## src/assert_macros.svh

```systemverilog
// Assertion macros used by the queue sequencer (tsq_ctrl).
`ifndef ASSERT_MACROS_SVH
`define ASSERT_MACROS_SVH

// Check a condition on every clock edge outside reset.
`define ASSERT_ALWAYS(lbl, cond, msg) \
  lbl: assert property (@(posedge clk) disable iff (rst) (cond)) else $error(msg);

// Check that a condition in one cycle implies another in the next cycle.
`define ASSERT_NEXT(lbl, ante, cons, msg) \
  lbl: assert property (@(posedge clk) disable iff (rst) (ante) |=> (cons)) else $error(msg);

`endif

```

## src/tsq_pkg.sv

```systemverilog
// Package with constants, codes and types of the two-stack queue.
package tsq_pkg;

  localparam int STACK_DEPTH = 16;
  localparam int ADDR_W      = (STACK_DEPTH > 1) ? $clog2(STACK_DEPTH) : 1;
  localparam int CNT_W       = $clog2(STACK_DEPTH + 1);
  localparam int TOT_W       = CNT_W + 1;
  localparam int IDX_W       = 5;
  localparam int CMP_W       = (IDX_W > TOT_W) ? IDX_W : TOT_W;
  localparam int DATA_W      = 32;
  localparam int COUNT_W     = 6;
  localparam int CAP_W       = 5;
  localparam int CAP_RESET   = 16;

  localparam logic [1:0] KIND_PUSH = 2'd0;
  localparam logic [1:0] KIND_POP  = 2'd1;
  localparam logic [1:0] KIND_READ = 2'd2;

  localparam logic [1:0] STAT_OK    = 2'd0;
  localparam logic [1:0] STAT_FULL  = 2'd1;
  localparam logic [1:0] STAT_EMPTY = 2'd2;
  localparam logic [1:0] STAT_RANGE = 2'd3;

  typedef enum logic [1:0] {
    S_IDLE,
    S_XFER_RD,
    S_XFER_WR,
    S_MEM_RD
  } state_t;

  typedef struct packed {
    logic              we;
    logic [ADDR_W-1:0] waddr;
    logic [DATA_W-1:0] wdata;
    logic [ADDR_W-1:0] raddr;
  } ram_req_t;

endpackage

```

## src/tsq_ram.sv

```systemverilog
// Generic single-write, single-read RAM with registered read data.
module tsq_ram #(
  parameter int WIDTH = 32,
  parameter int DEPTH = 16,
  parameter int AW    = (DEPTH > 1) ? $clog2(DEPTH) : 1
) (
  input  logic             clk,
  input  logic             we,
  input  logic [AW-1:0]    waddr,
  input  logic [WIDTH-1:0] wdata,
  input  logic [AW-1:0]    raddr,
  output logic [WIDTH-1:0] rdata
);

  logic [WIDTH-1:0] mem [DEPTH];

  always_ff @(posedge clk) begin
    if (we) begin
      mem[waddr] <= wdata;
    end
  end

  always_ff @(posedge clk) begin
    rdata <= mem[raddr];
  end

endmodule

```

## src/tsq_ctrl.sv

```systemverilog
// Sequencer for the two-stack queue: counts, stack moves and result register.
`include "assert_macros.svh"

module tsq_ctrl
  import tsq_pkg::*;
(
  input  logic              clk,
  input  logic              rst,
  input  logic [CNT_W-1:0]  cap,
  input  logic              in_valid,
  output logic              in_ready,
  input  logic [1:0]        in_kind,
  input  logic [DATA_W-1:0] in_value,
  input  logic [IDX_W-1:0]  in_index,
  output logic              res_valid,
  input  logic              res_ready,
  output logic [DATA_W-1:0] res_data,
  output logic [1:0]        res_status,
  output logic [COUNT_W-1:0] res_count,
  output logic              res_full,
  output ram_req_t          in_req,
  input  logic [DATA_W-1:0] in_rdata,
  output ram_req_t          out_req,
  input  logic [DATA_W-1:0] out_rdata
);

  state_t            state, state_next;
  logic [CNT_W-1:0]  in_count, in_count_next;
  logic [CNT_W-1:0]  out_count, out_count_next;
  logic              op_push, op_push_next;
  logic [DATA_W-1:0] val_hold, val_hold_next;
  logic              src_out, src_out_next;

  logic              accept;
  logic              in_at_cap;
  logic              full_now;
  logic [CMP_W-1:0]  total;
  logic              idx_ok;
  logic              idx_in_out;
  logic              load;
  logic [DATA_W-1:0] ld_data;
  logic [1:0]        ld_status;

  assign accept     = in_valid && in_ready;
  assign in_ready   = (state == S_IDLE) && (!res_valid || res_ready);
  assign in_at_cap  = in_count >= cap;
  assign full_now   = in_at_cap && (out_count != '0);
  assign total      = CMP_W'(in_count) + CMP_W'(out_count);
  assign idx_ok     = CMP_W'(in_index) < total;
  assign idx_in_out = CMP_W'(in_index) < CMP_W'(out_count);

  always_comb begin
    state_next = state;
    case (state)
      S_IDLE: begin
        if (accept) begin
          case (in_kind)
            KIND_PUSH: begin
              if (!full_now && in_at_cap) state_next = S_XFER_RD;
            end
            KIND_POP: begin
              if (out_count != '0) state_next = S_MEM_RD;
              else if (in_count != '0) state_next = S_XFER_RD;
            end
            KIND_READ: begin
              if (idx_ok) state_next = S_MEM_RD;
            end
            default: state_next = S_IDLE;
          endcase
        end
      end
      S_XFER_RD: state_next = S_XFER_WR;
      S_XFER_WR: begin
        if (in_count == CNT_W'(1)) state_next = S_IDLE;
        else state_next = S_XFER_RD;
      end
      S_MEM_RD:  state_next = S_IDLE;
      default:   state_next = S_IDLE;
    endcase
  end

  always_comb begin
    in_req         = '0;
    out_req        = '0;
    in_count_next  = in_count;
    out_count_next = out_count;
    op_push_next   = op_push;
    val_hold_next  = val_hold;
    src_out_next   = src_out;
    load           = 1'b0;
    ld_data        = '0;
    ld_status      = STAT_OK;
    case (state)
      S_IDLE: begin
        if (accept) begin
          case (in_kind)
            KIND_PUSH: begin
              if (full_now) begin
                load      = 1'b1;
                ld_status = STAT_FULL;
              end else if (in_at_cap) begin
                op_push_next  = 1'b1;
                val_hold_next = in_value;
              end else begin
                in_req.we     = 1'b1;
                in_req.waddr  = in_count[ADDR_W-1:0];
                in_req.wdata  = in_value;
                in_count_next = CNT_W'(in_count + 1'b1);
                load          = 1'b1;
              end
            end
            KIND_POP: begin
              if (out_count != '0) begin
                out_req.raddr  = ADDR_W'(out_count - 1'b1);
                out_count_next = CNT_W'(out_count - 1'b1);
                src_out_next   = 1'b1;
              end else if (in_count == '0) begin
                load      = 1'b1;
                ld_status = STAT_EMPTY;
              end else begin
                op_push_next = 1'b0;
              end
            end
            KIND_READ: begin
              if (!idx_ok) begin
                load      = 1'b1;
                ld_status = STAT_RANGE;
              end else if (idx_in_out) begin
                out_req.raddr = ADDR_W'(CMP_W'(out_count) - CMP_W'(1) - CMP_W'(in_index));
                src_out_next  = 1'b1;
              end else begin
                in_req.raddr = ADDR_W'(CMP_W'(in_index) - CMP_W'(out_count));
                src_out_next = 1'b0;
              end
            end
            default: load = 1'b1;
          endcase
        end
      end
      S_XFER_RD: begin
        in_req.raddr = ADDR_W'(in_count - 1'b1);
      end
      S_XFER_WR: begin
        if (in_count == CNT_W'(1) && !op_push) begin
          ld_data       = in_rdata;
          in_count_next = '0;
          load          = 1'b1;
        end else begin
          out_req.we     = 1'b1;
          out_req.waddr  = out_count[ADDR_W-1:0];
          out_req.wdata  = in_rdata;
          out_count_next = CNT_W'(out_count + 1'b1);
          in_count_next  = CNT_W'(in_count - 1'b1);
          if (in_count == CNT_W'(1)) begin
            in_req.we     = 1'b1;
            in_req.waddr  = '0;
            in_req.wdata  = val_hold;
            in_count_next = CNT_W'(1);
            load          = 1'b1;
          end
        end
      end
      S_MEM_RD: begin
        load    = 1'b1;
        ld_data = src_out ? out_rdata : in_rdata;
      end
      default: begin
        load = 1'b0;
      end
    endcase
  end

  always_ff @(posedge clk) begin
    if (rst) begin
      state     <= S_IDLE;
      in_count  <= '0;
      out_count <= '0;
      res_valid <= 1'b0;
    end else begin
      state     <= state_next;
      in_count  <= in_count_next;
      out_count <= out_count_next;
      if (load) res_valid <= 1'b1;
      else if (res_ready) res_valid <= 1'b0;
    end
  end

  always_ff @(posedge clk) begin
    op_push  <= op_push_next;
    val_hold <= val_hold_next;
    src_out  <= src_out_next;
    if (load) begin
      res_data   <= ld_data;
      res_status <= ld_status;
      res_count  <= COUNT_W'(CMP_W'(in_count_next) + CMP_W'(out_count_next));
      res_full   <= (in_count_next >= cap) && (out_count_next != '0);
    end
  end

  `ASSERT_ALWAYS(a_count_bound, (in_count <= CNT_W'(STACK_DEPTH)) && (out_count <= CNT_W'(STACK_DEPTH)), "stack count beyond depth")
  `ASSERT_ALWAYS(a_busy_no_result, (state != S_IDLE) |-> !res_valid, "result pending while busy")
  `ASSERT_NEXT(a_xfer_pair, state == S_XFER_RD, state == S_XFER_WR, "move read not followed by write")
  `ASSERT_ALWAYS(a_xfer_room, (state == S_XFER_WR) |-> (out_count < CNT_W'(STACK_DEPTH)), "move overflows output stack")

endmodule

```

## src/two_stack_queue_unit.sv

```systemverilog
// Two-stack queue: top level with capacity register, stack memories and sequencer.
//
// A FIFO of 32-bit values held in an input stack and an output stack, each in its own
// RAM with registered read data. One result comes back for every transfer taken. A
// push, a rejected push, a pop of an empty queue, an out-of-range read and the unused
// kind load their result straight from the idle state; a pop or an indexed read first
// passes through S_MEM_RD to read a RAM. When a push meets an input stack at capacity
// with an empty output stack, or a pop meets an empty output stack, the input stack is
// first moved over element by element (a read of the input-stack RAM, then a write of
// the output-stack RAM); on such a pop the last element read becomes the result. One
// item is in work at a time; a waiting result holds off the input, and the next item is
// taken at the earliest in the cycle in which the last result is taken. The capacity
// register acts as 1 when written as zero and as the stack depth when written larger;
// write it only while the block is idle. There is no clearing pass after reset.
module two_stack_queue_unit
  import tsq_pkg::*;
(
  input  logic        clk,
  input  logic        rst,
  input  logic        cfg_valid,
  output logic        cfg_ready,
  input  logic [CAP_W-1:0] cfg_data,
  input  logic        s_axis_tvalid,
  output logic        s_axis_tready,
  input  logic [39:0] s_axis_tdata,  // push_value[31:0], index[36:32], zero[39:37]
  input  logic [1:0]  s_axis_tuser,  // kind[1:0]
  output logic        m_axis_tvalid,
  input  logic        m_axis_tready,
  output logic [39:0] m_axis_tdata,  // data[31:0], count[37:32], is_full[38], zero[39]
  output logic [1:0]  m_axis_tuser   // status[1:0]
);

  logic [CAP_W-1:0]   cap_reg;
  logic [CNT_W-1:0]   cap_eff;
  ram_req_t           in_req, out_req;
  logic [DATA_W-1:0]  in_rdata, out_rdata;
  logic [DATA_W-1:0]  res_data;
  logic [1:0]         res_status;
  logic [COUNT_W-1:0] res_count;
  logic               res_full;

  assign cfg_ready = 1'b1;

  always_ff @(posedge clk) begin
    if (rst) begin
      cap_reg <= CAP_W'(CAP_RESET);
    end else if (cfg_valid && cfg_ready) begin
      cap_reg <= cfg_data;
    end
  end

  always_comb begin
    if (cap_reg == '0) cap_eff = CNT_W'(1);
    else if (32'(cap_reg) > STACK_DEPTH) cap_eff = CNT_W'(STACK_DEPTH);
    else cap_eff = CNT_W'(cap_reg);
  end

  tsq_ram #(.WIDTH(DATA_W), .DEPTH(STACK_DEPTH), .AW(ADDR_W)) u_in_ram (
    .clk   (clk),
    .we    (in_req.we),
    .waddr (in_req.waddr),
    .wdata (in_req.wdata),
    .raddr (in_req.raddr),
    .rdata (in_rdata)
  );

  tsq_ram #(.WIDTH(DATA_W), .DEPTH(STACK_DEPTH), .AW(ADDR_W)) u_out_ram (
    .clk   (clk),
    .we    (out_req.we),
    .waddr (out_req.waddr),
    .wdata (out_req.wdata),
    .raddr (out_req.raddr),
    .rdata (out_rdata)
  );

  tsq_ctrl u_ctrl (
    .clk        (clk),
    .rst        (rst),
    .cap        (cap_eff),
    .in_valid   (s_axis_tvalid),
    .in_ready   (s_axis_tready),
    .in_kind    (s_axis_tuser),
    .in_value   (s_axis_tdata[31:0]),
    .in_index   (s_axis_tdata[36:32]),
    .res_valid  (m_axis_tvalid),
    .res_ready  (m_axis_tready),
    .res_data   (res_data),
    .res_status (res_status),
    .res_count  (res_count),
    .res_full   (res_full),
    .in_req     (in_req),
    .in_rdata   (in_rdata),
    .out_req    (out_req),
    .out_rdata  (out_rdata)
  );

  assign m_axis_tdata = {1'b0, res_full, res_count, res_data};
  assign m_axis_tuser = res_status;

endmodule

```

## config.mk

```make
export PLATFORM = sky130hd
export DESIGN_NAME = two_stack_queue_unit
export DESIGN_NICKNAME = d
export VERILOG_FILES = /design/src/tsq_pkg.sv /design/src/tsq_ram.sv /design/src/tsq_ctrl.sv /design/src/two_stack_queue_unit.sv
export VERILOG_INCLUDE_DIRS = /design/src /design/src/src
export SDC_FILE = /design/constraint.sdc
export NUM_CORES = 1
export LEC_CHECK = 0
export BUFFER_PORTS_ARGS = -buffer_cell sky130_fd_sc_hd__buf_2
export CAP_MARGIN = 5
export CORE_ASPECT_RATIO = 2
export CORE_UTILIZATION = 55
export DETAILED_ROUTE_END_ITERATION = 8
export PLACE_DENSITY = 0.73
export SYNTH_ARGS = -nofsm -noshare
export SYNTH_HDL_FRONTEND = slang
export SYNTH_HIERARCHICAL = 1
export SYNTH_SLANG_ARGS = --single-unit
```

## constraint.sdc

```tcl
create_clock -name clk -period 5.1 [get_ports clk]
set_input_delay 0.765 -clock clk [delete_from_list [all_inputs] [get_ports clk]]
set_output_delay 0.765 -clock clk [all_outputs]
set_load 0.05 [all_outputs]
```

# [After elaboration in Yosys (flattened, before gate mapping)]
# Memory sizes are Yosys's and may differ from the RTL's. A register that Yosys moved wholly into a read port is not among the register bits.
# Cells that the tools add are included.
[word_totals] register_bits=93 mem_bits_rw=1024 inputBits=52 word_cells=144 memories=2
[mem_list] name="u_in_ram.mem" words=16 word_bits=32 read_ports=1 rd_ports_with_merged_regs=1 write_ports=1 line="tsq_ram.sv:15" text="logic [WIDTH-1:0] mem [DEPTH];"
[mem_list] name="u_out_ram.mem" words=16 word_bits=32 read_ports=1 rd_ports_with_merged_regs=1 write_ports=1 line="tsq_ram.sv:15"
[classes] n_addsub=9 order_cmp=5 n_eq_ne=16 muxes=74 bitwise=1 n_reduce_logical=25
[op_table] operator="$mux W37" n=7
[op_table] operator="$pmux W37 S2" n=1
[op_table] operator="$mux W32" n=2
[op_table] operator="$pmux W32 S2" n=1
[op_table] operator="$mux W5" n=12
[op_table] operator="$mux W41" n=1
[op_table] operator="$mux W4" n=8
[op_table] operator="$mux W1" n=23
[op_table] operator="$pmux W5 S2" n=2
[op_table] operator="$mux W2" n=8
[op_table] operator="$pmux W4 S2" n=2
[op_table] operator="$reduce_bool A5 Y1" n=3
[op_table] operator="$add A5 B5 Y6" n=2
[op_table] operator="$pmux W2 S3" n=2
[op_table] operator="$add A5 B1 Y5 const B" n=2
[op_table] operator="$ge A5 B5 Y1" n=2
[op_table] operator="$logic_not A5 Y1" n=2
[op_table] operator="$reduce_and A5 Y1" n=2
[op_table] operator="$sub A5 B1 Y5 const B" n=2
[op_table] operator="$ne A2 B1 Y1 const B" n=4
[op_table] operator="$pmux W2 S4" n=1
[op_table] operator="$sub A4 B4 Y4" n=2
[op_table] operator="$reduce_and A7 Y1" n=1
[op_table] operator="$eq A2 B2 Y1 const B" n=3
[op_table] operator="other kinds (20)" n=35

# [Longest topological paths before layout]
# Gate-level depths: netlist of run 1.
[logic_depth] depth_word=11 mapped_depth=18 depth_no_buf=18

# [Hierarchy]
# The synthesis of run 1 kept the hierarchy.
[modules_own_cells] module="tsq_ram" instances=2 cells_each=838 area_each_um2=19835.3 seq_area_each_um2=16015.4
[modules_own_cells] module="tsq_ctrl" instances=1 cells_each=501 area_each_um2=5511.5 seq_area_each_um2=2512.4
[modules_own_cells] module="two_stack_queue_unit" instances=1 cells_each=28 area_each_um2=242.7 seq_area_each_um2=100.1

# [Worst setup path before layout of run 1]
# No wires, ideal clock.
[synth_path] path_kind="register to register" startpoint="reg cap_reg[1]" endpoint="mem u_in_ram.mem[0][0] (enable)" arrival_time_ns=4.744 required_ns=4.639 setup_slack_ns=-0.105 path_stages_with_launch=11 n_path_buf=1 synth_period_minus_slack_ns=5.205 path_cell_list="dfxtp_1 > or3_1 > a21oi_1 > ha_1 > nand2b_1 > a21oi_1 > o211a_1 > clkbuf_1 > or2_2 > or3b_2 > nor3_1"
[synth_lines] element="from (decl)" line="two_stack_queue_unit.sv:33" text="logic [CAP_W-1:0] cap_reg;"
[synth_lines] element="from (signal assigned)" line="two_stack_queue_unit.sv:46" text="cap_reg <= CAP_W'(CAP_RESET);"
[synth_lines] element="from (signal assigned)" line="two_stack_queue_unit.sv:48" text="cap_reg <= cfg_data;"
[synth_lines] element="to (decl)" line="tsq_ram.sv:15"

==> key figures, run 1 <==
Clock tree
  – Post-CTS sizing: 0
  – Post-CTS setup buffer count: 0
  – CTS Hold Bufs: 0
  – CTS root buf: clkbuf_16
  – CTS tree: built
  – Clock-pin slew on the worst setup and hold paths: 70 ps
  – # clock sinks: 1,181
  – CTS H-tree depth: 3
  – Worst skew pair latency: 700 ps
  – CTS buffer count: 95
  – Clock buffer depth: 3

Synth
  – Avg Synthesized Cell Area: 20.6 um^2
  – Synth Warn #: 6
  – Top FF cell, synth: edfxtp_1
  – Distinct cell type count after synthesis: 67
  – Post-synth EDFFs: 1,099
  – Async set-reset flop share out of synthesis: 0%
  – Area leader, netlist: edfxtp_1
  – Post-synthesis sequential area ratio: 76.3%
  – Seq cells post-synth: 1,181
  – Share of Yosys cell area claimed by the top area cell type: 72.7%
  – Main area contributors after synthesis: edfxtp_1 73%, mux4_2 13%, dfxtp_1 3.6%
  – Synth Cell Area: 0.0454 mm^2
  – Post-synth net total: 2,305
  – Synth Instances: 2,205

STA
  – Slew Limit Headroom: 20.0%
  – Clock skew: 30.1 ps
  – Least-Margin Pin Slew: 1180 ps
  – Tcrit/Tclk final: 91.7%
  – Maximum clock rate: 214 MHz
  – Fin crit period: 4680 ps
  – Slew Viols, Final: 0
  – Final setup vio count: 0
  – Final hold violations: 0
  – Total Neg Setup Slack: 0 ps
  – Final setup margin: 423 ps
  – Unrepaired setup endpoints after global routing: no

Layout
  – Area delta synth->final: 12.6%
  – Finished Layout Cells: 3,500
  – Share of layout cells above drive strength 1: 27.4%
  – Layout Nets: 2,467
  – Top Registers: u_in_ram/mem x512, u_out_ram/mem x512
  – Finished Cell Area: 0.0512 mm^2

GRT
  – Vias in the first global route: 23,700
  – Total GRT Usage: 25.5%
  – Antenna violations before repair: 2
  – First-pass GRT wire length: 153 mm
  – Largest net degree at the start of global routing: 42
  – Grt ovf: 0

Pwr
  – Static Leak: 16.5 nW
  – PD cells: 410 mW/mm^2
  – Worst vdd ir: 0.000268 V

Drt
  – ANT nets after route: 0
  – Via Count: 22,500
  – DR pass1 iterations: 5
  – Via-to-Cell Ratio: 6.43
  – Drt drc: 0
  – DRT iter0 DRCs: 2,164
  – Wire per inst: 29.6 um
  – Detailed-route wire length: 103 mm

Outcome
  – Status: complete, no violations

Hold path
  – HP Class: in2reg

Die
  – Core Box Area: 0.0815 mm^2
  – Cell row count: 148
  – # IOs: 97
  – Die boundary height: 408 um
  – Die area: 0.0838 mm^2
  – Starting Density: 55.8%
  – Die X: 205 um

Placed design
  – Placed cells: 3,320
  – Final HPWL DP: 60.8 mm
  – Cell Area, Placed: 0.0479 mm^2
  – Pre-CTS setup slack: 454 ps
  – Port Buf Inserts: 91
  – Gpl congestion: 0.839

Critical path
  – Setup Crit Path Kind: reg2reg
  – Crit path max fanout: 19
  – R2R setup slack: 420 ps
  – CP endpoint kind: flop
  – Critical Path AT: 5240 ps
  – Startpoint class of the critical path: flop
  – Worst Path Required: 5670 ps

Run
  – Max-cap viol count: 0
[layout by cell type, fill, tap and decap left out, drive strengths merged, types with 7 or more instances in the layout]
cell type	netlist	final
edfxtp	1099	1099
mux4	256	256
buf	65	185
a22oi	128	128
clkbuf	55	128
nand2	85	85
dfxtp	82	82
a22o	65	65
nor2	59	59
ha	45	45
inv	34	40
and2	37	37
clkinv	0	30
nor3	24	24
nor2b	15	15
a21oi	13	13
bufinv	0	10
a21o	10	10
o21ai	10	10
mux2i	9	9
nand2b	9	9
nand3	9	9
and3	7	7
nand4	7	7
[stage by stage]
stage	power [W]	hold slack (ps)	utilization [%]
after floorplan	0.0128	460	-
after global placement	0.0135	481	58.8
after detailed placement	0.0136	499	58.8
after CTS	0.0211	226	62.8
after global routing	0.0216	251	62.8
final	0.0210	263	62.8
[worst max-delay path, stage by stage (launching register included)]
cell and delay (ps):
dfxtp_1 500, inv_1 250, fa_1 510, inv_1 80
a21o_1 110, a21oi_1 70, xor2_1 150, ha_1 200
a211oi_1 150, o21ai_0 210, a31oi_1 240, o211ai_1 320
o22ai_4 300, buf_12 240, buf_4 330, mux4_2 550
a22oi_1 230, nand2_1 80
[final cells by class]
| cell class | instances | area, um^2 |
|---|---|---|
| flip-flops and latches | 1181 | 34600 |
| fillers | 5368 | 30300 |
| multi-input cells | 870 | 10400 |
| clock buffers | 128 | 2670 |
| repair buffers | 185 | 1450 |
| well taps | 1050 | 1310 |
| clock inverters | 51 | 583 |
| inverters | 34 | 128 |
| diodes | 1 | 2.50 |
[cell usage after synthesis (9+ instances only)]
| cell | n |
|---|---|
| edfxtp_1 | 1099 |
| mux4_2 | 256 |
| a22oi_1 | 128 |
| nand2_1 | 85 |
| dfxtp_1 | 82 |
| nor2_1 | 57 |
| clkbuf_1 | 55 |
| a22o_1 | 47 |
| ha_1 | 45 |
| and2_1 | 37 |
| inv_1 | 33 |
| nor3_1 | 24 |
| buf_1 | 21 |
| buf_4 | 21 |
| a22o_2 | 18 |
| buf_2 | 17 |
| nor2b_1 | 15 |
| a21oi_1 | 13 |
| a21o_1 | 10 |
| mux2i_1 | 9 |
| nand2b_1 | 9 |
| nand3_1 | 9 |
[worst paths after layout]
check,endpoint,start,cells past startpoint
setup / recovery,u_in_ram/rdata[26],u_ctrl/in_count[1],17
setup reg to reg,u_in_ram/rdata[26],u_ctrl/in_count[1],17
hold / removal,u_ctrl/val_hold[11],s_axis_tdata[11],1
hold reg to reg,cap_reg[1],cap_reg[1],2
[power breakdown]
| group | total [W] | leakage (nW) | internal, W | switching (W) |
|---|---|---|---|---|
| clock | 0.00757 | 1.60 | 0.00422 | 0.00335 |
| combinational | 0.00221 | 4.18 | 0.000855 | 0.00135 |
| sequential | 0.0112 | 10.7 | 0.0109 | 0.000260 |
| total | 0.0210 | 16.5 | 0.0160 | 0.00497 |
[per-layer routing]
layer | GRT usage (%) | vias to the layer above | part of all wire (%)
li1 | - | 9425 | -
met3 | 3.51 | 243 | 6.9
met4 | 10.7 | 2 | 3.8
met1 | 30.8 | 11800 | 35
met5 | 0 | - | 0.015
met2 | 45.6 | 1041 | 54
[kinds of logic (layout without fill, tap and decap cells)]
logic type,count (synthesis),count (layout),share of synthesized area (%)
XOR/XNOR,11,11,0.212
flip-flops,1181,1181,76.3
other,2,3,0.0165
buffers and inverters,154,398,1.59
AO/OA/AOI/OAI,267,267,4.57
AND/OR/NAND/NOR,275,275,3.02
multiplexers,267,267,12.9
adder cells (fa/ha/maj),48,48,1.37
No activity file was read; power rests on OpenSTA's default activity.
==> inputs of run 2 (changes only) <==
--- a/config.mk
+++ b/config.mk
@@ -10,9 +10,10 @@
 export CAP_MARGIN = 5
 export CORE_ASPECT_RATIO = 2
 export CORE_UTILIZATION = 55
+export CTS_BUF_LIST = sky130_fd_sc_hd__clkbuf_8 sky130_fd_sc_hd__clkbuf_16
 export DETAILED_ROUTE_END_ITERATION = 8
 export PLACE_DENSITY = 0.73
+export SETUP_SLACK_MARGIN = 0.5
 export SYNTH_ARGS = -nofsm -noshare
 export SYNTH_HDL_FRONTEND = slang
-export SYNTH_HIERARCHICAL = 1
 export SYNTH_SLANG_ARGS = --single-unit
==> key figures, run 2 <==
Die
  – # IOs: 97 (unchanged)
  – Cell row count: 152 (was 148)
  – Starting Density: 55.6% (was 55.8%)
  – Core Box Area: 0.0858 mm^2 (was 0.0815 mm^2)
  – Die X: 210 um (was 205 um)
  – Die boundary height: 419 um (was 408 um)
  – Die area: 0.0880 mm^2 (was 0.0838 mm^2)

GRT
  – Antenna violations before repair: 3 (was 2)
  – Vias in the first global route: 30,200 (was 23,700)
  – Grt ovf: 0 (unchanged)
  – Largest net degree at the start of global routing: 90 (was 42)
  – First-pass GRT wire length: 185 mm (was 153 mm)
  – Total GRT Usage: 28.9% (was 25.5%)

Placed design
  – Cell Area, Placed: 0.0501 mm^2 (was 0.0479 mm^2)
  – Gpl congestion: 0.915 (was 0.839)
  – Port Buf Inserts: 91 (unchanged)
  – Final HPWL DP: 70.5 mm (was 60.8 mm)

Synth
  – Xor/xnor share of the synthesized area: 0.239% (was 0.212%)
  – Synth Instances: 3,410 (was 2,205)
  – Top FF cell, synth: edfxtp_1 (unchanged)
  – Post-synthesis sequential area ratio: 72.6% (was 76.3%)
  – Post-synthesis simple-gate area fraction: 11.5% (was 3.02%)
  – Seq cells post-synth: 1,181 (unchanged)
  – Avg Synthesized Cell Area: 14.0 um^2 (was 20.6 um^2)
  – Mux cell area share after synthesis: 0.910% (was 12.9%)
  – Synth Warn #: 0 (was 6)
  – Cell with the most instances after synthesis: edfxtp_1 (unchanged)
  – Distinct cell type count after synthesis: 79 (was 67)
  – Async set-reset flop share out of synthesis: 0% (unchanged)
  – Synth Cell Area: 0.0477 mm^2 (was 0.0454 mm^2)
  – Largest family of logic cells by synthesized area: simple AND/OR/NAND/NOR gates (was multiplexers)
  – Share of Yosys cell area claimed by the top area cell type: 69.2% (was 72.7%)
  – Post-synth EDFFs: 1,099 (unchanged)
  – Main area contributors after synthesis: edfxtp_1 69%, nand2_1 3.8%, dfxtp_1 3.4% (was edfxtp_1 73%, mux4_2 13%, dfxtp_1 3.6%)
  – Post-synth top cells: 1,099 x edfxtp_1, 477 x nand2_1, 188 x or3_1, 155 x clkbuf_1, 155 x nor2_1 (was 1,099 x edfxtp_1, 256 x mux4_2, 128 x a22oi_1, 85 x nand2_1, 82 x dfxtp_1)
  – Post-synthesis compound-gate area fraction: 10.9% (was 4.57%)
  – Adder-cell share of the synthesized area: 1.28% (was 1.37%)
  – Area leader, netlist: edfxtp_1 (unchanged)
  – Post-synth net total: 3,509 (was 2,305)

Pwr
  – Static Leak: 18.5 nW (was 16.5 nW)
  – Seq pwr share: 51.4% (was 53.4%)
  – Psw: 0.00567 W (was 0.00497 W)
  – Logic pwr share: 12.2% (was 10.5%)
  – Net Sw Frac: 26.0% (was 23.7%)
  – Worst vdd ir: 0.000340 V (was 0.000268 V)
  – Pint: 0.0161 W (was 0.0160 W)
  – PD cells: 406 mW/mm^2 (was 410 mW/mm^2)
  – Pwr Total: 0.0218 W (was 0.0210 W)
  – Clock group share of total power: 36.4% (was 36.1%)

Layout
  – Area delta synth->final: 12.4% (was 12.6%)
  – Commonest non-fill, non-tap cell in the layout: edfxtp_1 (unchanged)
  – Top Registers: u_in_ram.mem x512, u_out_ram.mem x512 (was u_in_ram/mem x512, u_out_ram/mem x512)
  – Layout Nets: 3,566 (was 2,467)
  – Filler cells: 6,080 (was 5,368)
  – Finished Cell Area: 0.0537 mm^2 (was 0.0512 mm^2)
  – Share of layout cells above drive strength 1: 12.6% (was 27.4%)
  – Footprint of the multi-input gates: 0.0123 mm^2 (was 0.0104 mm^2)
  – Commonest non-fill, non-tap cells in the layout: 1,099 x edfxtp_1, 471 x nand2_1, 188 x or3_1 (was 1,099 x edfxtp_1, 256 x mux4_2, 128 x a22oi_1)
  – FF/Latch Area: 0.0346 mm^2 (about the same)

Clock tree
  – # clock sinks: 1,181 (unchanged)
  – CTS tree: built (unchanged)
  – CTS root buf: clkbuf_16 (unchanged)
  – CTS Hold Bufs: 0 (unchanged)
  – Clock-pin slew on the worst setup and hold paths: 70 ps (about the same)
  – CTS H-tree depth: 3 (unchanged)
  – Worst skew pair latency: 730 ps (was 700 ps)
  – Clock buffer depth: 3 (unchanged)
  – CTS buffer count: 96 (was 95)

Drt
  – Wire per inst: 26.7 um (was 29.6 um)
  – ANT nets after route: 0 (unchanged)
  – Via Count: 30,100 (was 22,500)
  – Drt drc: 0 (unchanged)
  – DRT iter0 DRCs: 3,159 (was 2,164)
  – Detailed-route wire length: 126 mm (was 103 mm)
  – DR pass1 iterations: 9 (was 5)
  – Via-to-Cell Ratio: 6.40 (was 6.43)

STA
  – Slew Viols, Final: 0 (unchanged)
  – Clock skew: 36.1 ps (was 30.1 ps)
  – Final setup vio count: 0 (unchanged)
  – Slew Limit Headroom: 27.6% (was 20.0%)
  – Total Neg Setup Slack: 0 ps (unchanged)
  – Final hold violations: 0 (unchanged)
  – Maximum clock rate: 230 MHz (was 214 MHz)
  – Tcrit/Tclk final: 85.1% (was 91.7%)
  – Unrepaired setup endpoints after global routing: no (unchanged)
  – Fin crit period: 4340 ps (was 4680 ps)
  – Least-Margin Pin Slew: 1090 ps (was 1180 ps)

Critical path
  – Startpoint class of the critical path: flop (unchanged)
  – CP endpoint kind: flop (unchanged)
  – Worst Path Required: 5680 ps (was 5670 ps)
  – Critical Path AT: 4920 ps (was 5240 ps)
  – Setup Crit Path Kind: reg2reg (unchanged)
  – Crit path max fanout: 14 (was 19)

Run
  – Max-cap viol count: 0 (unchanged)

Hold path
  – HP Class: in2reg (unchanged)

Outcome
  – Status: complete, no violations (unchanged)
==> run 2: final timing paths <==
path	startpoint	to	slack [ps]	cells past startpoint
setup reg to reg	u_ctrl.in_count[1]	u_out_ram.rdata[18]	760	14
setup / recovery	u_ctrl.in_count[1]	u_out_ram.rdata[18]	760	14
hold / removal	s_axis_tdata[4]	u_ctrl.val_hold[4]	230	1
hold reg to reg	cap_reg[0]	cap_reg[0]	500	2
==> run 2: worst max-delay path, cell delays in order (launching register included) <==
cell and delay [ps]:
dfxtp_2 490, ha_1 290, a21oi_1 220, o21bai_1 100, xnor2_1 140, ha_1 300, o211ai_1 80, o21a_1 250
or4_4 640, a31oi_1 250, nor2_1 130, nand2_2 270, buf_4 370, a311oi_1 90, or4_1 550
==> run 2: power by group through the flow <==
stage	sequential, W	combinational, W	clock, W
CTS	0.0112	0.00263	0.00799
global placement	0.0114	0.00255	0
finish	0.0112	0.00266	0.00792
floorplan	0.0114	0.00154	0
global route	0.0112	0.00283	0.00835
detailed placement	0.0114	0.00260	0
==> run 2: per-stage QoR <==
step / instances / utilization (%) / worst slack, ps / hold WS, ps
final: 4708 / 62.6 / 760 / 226
after global routing: 4706 / 62.5 / 532 / 211
after CTS: 4705 / 62.5 / 592 / 189
after detailed placement: 4519 / 58.5 / 243 / 492
after global placement: 4519 / 58.5 / 389 / 491
after floorplan: 3410 / - / -794 / 461
==> run 2: kinds of logic after synthesis <==
logic type      after synthesis
compound gates              707
xor+xnor                     13
fa+ha+maj                    47
buf+inv                     276
flops                      1181
mux                          43
other cells                   2
simple gates               1141
==> run 2: repair_timing <==
item	in CTS	in global routing
gates cloned	2	0
resized for setup	3	6
setup buffers	3	0
setup endpoints to repair	47	42
pin swaps	2	0
==> run 2: layout make-up <==
class / count / area share [%]
Tap cell: 1155 / 2.69
Timing Repair Buffer: 203 / 3.18
Antenna cell: 3 / 0.0140
Sequential cell: 1181 / 64.6
Inverter: 30 / 0.210
Multi-Input combinational cell: 1955 / 22.9
Clock buffer: 107 / 4.76
Clock inverter: 74 / 1.63
==> run 2: per-layer routing <==
metal,global-route usage [%],vias to the layer above,part of all wire [%]
met1,32.2,14900,34
li1,-,13200,-
met4,17.9,0,6.1
met5,0,-,0
met2,51.5,1594,53
met3,4.45,424,7.4
